<file path="src/hw/rtl/dwrq_ram.sv">
// Generic single-write, single-read RAM with a registered read port.
`default_nettype none

module dwrq_ram #(
  parameter int unsigned WIDTH = 8,
  parameter int unsigned DEPTH = 16
) (
  input  wire logic                     clk_i,
  input  wire logic                     we_i,
  input  wire logic [$clog2(DEPTH)-1:0] waddr_i,
  input  wire logic [WIDTH-1:0]         wdata_i,
  input  wire logic                     re_i,
  input  wire logic [$clog2(DEPTH)-1:0] raddr_i,
  output logic      [WIDTH-1:0]         rdata_o
);

  logic [WIDTH-1:0] mem_q [DEPTH];

  always_ff @(posedge clk_i) begin
    if (we_i) begin
      mem_q[waddr_i] <= wdata_i;
    end
    if (re_i) begin
      rdata_o <= mem_q[raddr_i];
    end
  end

endmodule

`default_nettype wire

</file>
<file path="config.mk">
export PLATFORM = sky130hd
export DESIGN_NAME = dwrq_ram
export DESIGN_NICKNAME = d
export VERILOG_FILES = /design/src/hw/rtl/dwrq_ram.sv
export SDC_FILE = /design/constraint.sdc
export NUM_CORES = 1
export LEC_CHECK = 0
export BUFFER_PORTS_ARGS = -buffer_cell sky130_fd_sc_hd__buf_2
export CAP_MARGIN = 20
export CORE_MARGIN = 2
export CORE_UTILIZATION = 35
export CTS_CLUSTER_SIZE = 40
export DETAILED_ROUTE_END_ITERATION = 10
export GPL_TIMING_DRIVEN = 0
export SKIP_CTS_REPAIR_TIMING = 1
export SYNTH_ARGS = -nofsm -noshare
export SYNTH_HDL_FRONTEND = slang
export SYNTH_SLANG_ARGS = --single-unit
</file>
<file path="constraint.sdc">
create_clock -name clk_i -period 1.87 [get_ports clk_i]
set_input_delay 0.187 -clock clk_i [delete_from_list [all_inputs] [get_ports clk_i]]
set_output_delay 0.187 -clock clk_i [all_outputs]
set_load 0.005 [all_outputs]
</file>
==> results.py <==
metrics = {
    "status": {
        "outcome": "complete, no violations",
    },
    "sta": {
        "rsz0062_at_grt": "false",
        "hold_viol": 0,
        "clock_skew_ps": 8.69,
        "worst_slack_ps": 208,
        "period_needed_ps": 1660,
        "clock.fmax_ghz": 0.602,
        "fin_hold_ws_ps": 108,
        "tightest_slew_ps": 877,
        "relSlewSlack_pct": 41.1,
        "fin_crit_sh_pct": 88.9,
        "tns_ps": 0,
        "finalSetupViolations": 0,
        "drv_slew": 0,
    },
    "floorplan": {
        "dieArea_um2": 15900,
        "coreArea_um2": 14600,
        "initial_utilization_pct": 35.8,
        "core.rowCount": 44,
        "die_h_um": 126,
        "chipWidth_um": 126,
        "ios": 27,
    },
    "worst_setup_path": {
        "cp_top_family": "multiplexers",
        "rr_worst_depth": 3,
        "r2r_end": "rdata_o[0]",
        "cp.depth": 3,
        "path_cells": "mux4_1, a22oi_1, nand2_1",
        "cp.arrival_ps": 1800,
        "cp_max_fo": 1,
        "path_class": "register to register",
        "crit_slowest_cell": "mux4_1",
        "rrSetupSlack_ps": 210,
        "cp_num_buf_inv": 0,
        "crit_path_max_incr_delay_ps": 540,
        "required_ps": 2010,
        "worst_setup_path_end_kind": "register",
        "start_kind": "register",
        "r2r-start": "mem_q[1][0]",
    },
    "drt": {
        "drc_errors": 0,
        "wl_per_cell_um": 21.9,
        "route.final.wire_length_mm": 10.4,
        "vias": 2447,
        "met3_wirelength_um": 652,
        "wl_met2_mm": 4.85,
        "dr.max_layer_used": "met4",
        "dr.pass1.iters": 4,
        "final_antenna_net_count": 0,
        "wl_met1_mm": 4.72,
        "first_iter_violations": 176,
        "viasPerCell": 5.16,
    },
    "pwr": {
        "pwr_density_cell_nw_per_um2": 1100,
        "p_leak_nw": 2.03,
        "irDropWorstVdd_mv": 0.567,
    },
    "cts": {
        "tritoncts_num_sinks": 136,
        "cts_tree": "built",
        "path_clk_slew_ps": 60,
        "h-tree-depth": 4,
        "cts_buffers": 17,
        "cts-root-buf": "clkbuf_16",
        "clock_latency_ps": 420,
        "cts_max_path_buffers": 2,
    },
    "final_layout": {
        "syn2layout_area_growth_pct": 17.5,
        "post-route-util_pct": 42.1,
        "multi_input_area_um2": 1060,
        "register_area_um2": 4080,
        "diodes": 0,
        "n_fill_cell": 1273,
        "layout.nets": 296,
        "drive_gt1_share_pct": 30.3,
        "finalNonFillerCells": 474,
    },
    "logic_synthesis": {
        "synth_edf_count": 136,
        "synth_flop_cell": "edfxtp_1",
        "syn_nets": 248,
        "seq_area_frac_synth_pct": 78.1,
        "synth_top_area_cell": "edfxtp_1",
        "synth_area_um2": 5230,
        "yosys-top-cells-area": "edfxtp_1, mux4_2, mux4_1, a22oi_1, nor2_1",
        "synth_cells": 229,
        "avgSynthCellArea_um2": 22.8,
        "synth_warnings": 0,
        "synth.distinct_cells": 18,
        "synth_top_area_share_pct": 78.1,
        "synthArstFlopShare_pct": 0,
        "yosys_register_bits": 136,
    },
    "global_route": {
        "grt_pass1_vias": 2590,
        "antenna_found_initial": 0,
        "overflow": 0,
        "grt_pass1_wl_mm": 15.8,
        "grt_max_degree": 17,
        "track_usage_pct": 14.0,
    },
    "min_path": {
        "hold_depth": 1,
        "hold_class": "input port to register",
        "whs_endpoint": "rdata_o[3]",
        "hp-start": "re_i",
    },
    "placed_design": {
        "io_buffers": 25,
        "dp_cells": 442,
        "preCtsSetupSlack_ps": -184,
        "hpwl_mm": 6.74,
        "gp_congestion": 0.802,
    },
    "flow_run": {
        "drv_cap": 0,
    },
}
-- metal layers --
layer / track usage, % / vias to the layer above
li1: - / 1079
met1: 19.2 / 1269
met2: 21.3 / 84
met3: 4.46 / 15
met4: 4.59 / 0
met5: 0 / -
-- where the power goes --
| part | total [mW] | internal, mW | switching, mW |
|---|---|---|---|
| sequential | 3.45 | 3.44 | 0.0141 |
| clock | 2.96 | 1.69 | 1.27 |
| combinational | 0.327 | 0.134 | 0.194 |
| total | 6.74 | 5.26 | 1.48 |
-- cell usage after synthesis, types with 2 or more instances --
cell,n
edfxtp_1,136
mux4_2,18
a22oi_1,16
mux4_1,14
nor2_1,13
nand2_1,9
nor3_1,4
buf_2,3
buf_6,3
clkdlybuf4s25_2,3
nand2b_1,2
nand3b_1,2
-- per-stage QoR --
stage	instance area (um^2)	total power, mW
floorplan	5230	3.69
global placement	5580	3.83
detailed placement	5610	3.85
CTS	6140	6.78
global route	6140	6.93
finish	6140	6.74
-- flip-flops by register name, indices dropped and copies added, names as in the netlist --
signal / flops
mem_q: 128
rdata_o: 8
-- kinds of logic (layout without fill, tap and decap cells) --
| logic type | count (synthesis) | after routing | share of synthesized area, % |
|---|---|---|---|
| DFF | 136 | 136 | 78.1 |
| and+or+nand+nor | 35 | 35 | 3.14 |
| muxes | 32 | 32 | 14.8 |
| AOI/OAI and AO/OA | 16 | 16 | 2.30 |
| buffers and inverters | 10 | 71 | 1.65 |
-- worst max path at each step --
| stage | start | end | slack (ps) |
|---|---|---|---|
| 2_1_floorplan | waddr_i[2] | mem_q[0][0] | 190 |
| 3_3_place_gp | waddr_i[2] | mem_q[0][2] | -390 |
| 3_5_place_dp | waddr_i[2] | mem_q[0][2] | -180 |
| 4_1_cts | mem_q[1][2] | rdata_o[2] | 220 |
| 5_1_grt | waddr_i[2] | mem_q[0][6] | 180 |
| 6_report | mem_q[1][0] | rdata_o[0] | 210 |
-- cell type report --
| class | instances | share of cell area, % |
|---|---|---|
| Buffer | 10 | 1.41 |
| Clock buffer | 17 | 6.92 |
| Clock inverter | 15 | 1.71 |
| Multi-Input combinational cell | 83 | 17.2 |
| Sequential cell | 136 | 66.5 |
| Tap cell | 184 | 3.75 |
| Timing Repair Buffer | 29 | 2.53 |
-- layout by cell type (no fill, tap or decap), drive strengths merged, types with 4 or more instances in the layout --
cell type and instances:
clkinv 9, clkinvlp 4, a22oi 16, mux4 32, nor2 13, buf 36
nand2 9, clkbuf 17, edfxtp 136, nor3 4
(Power assumes the default switching activity.)
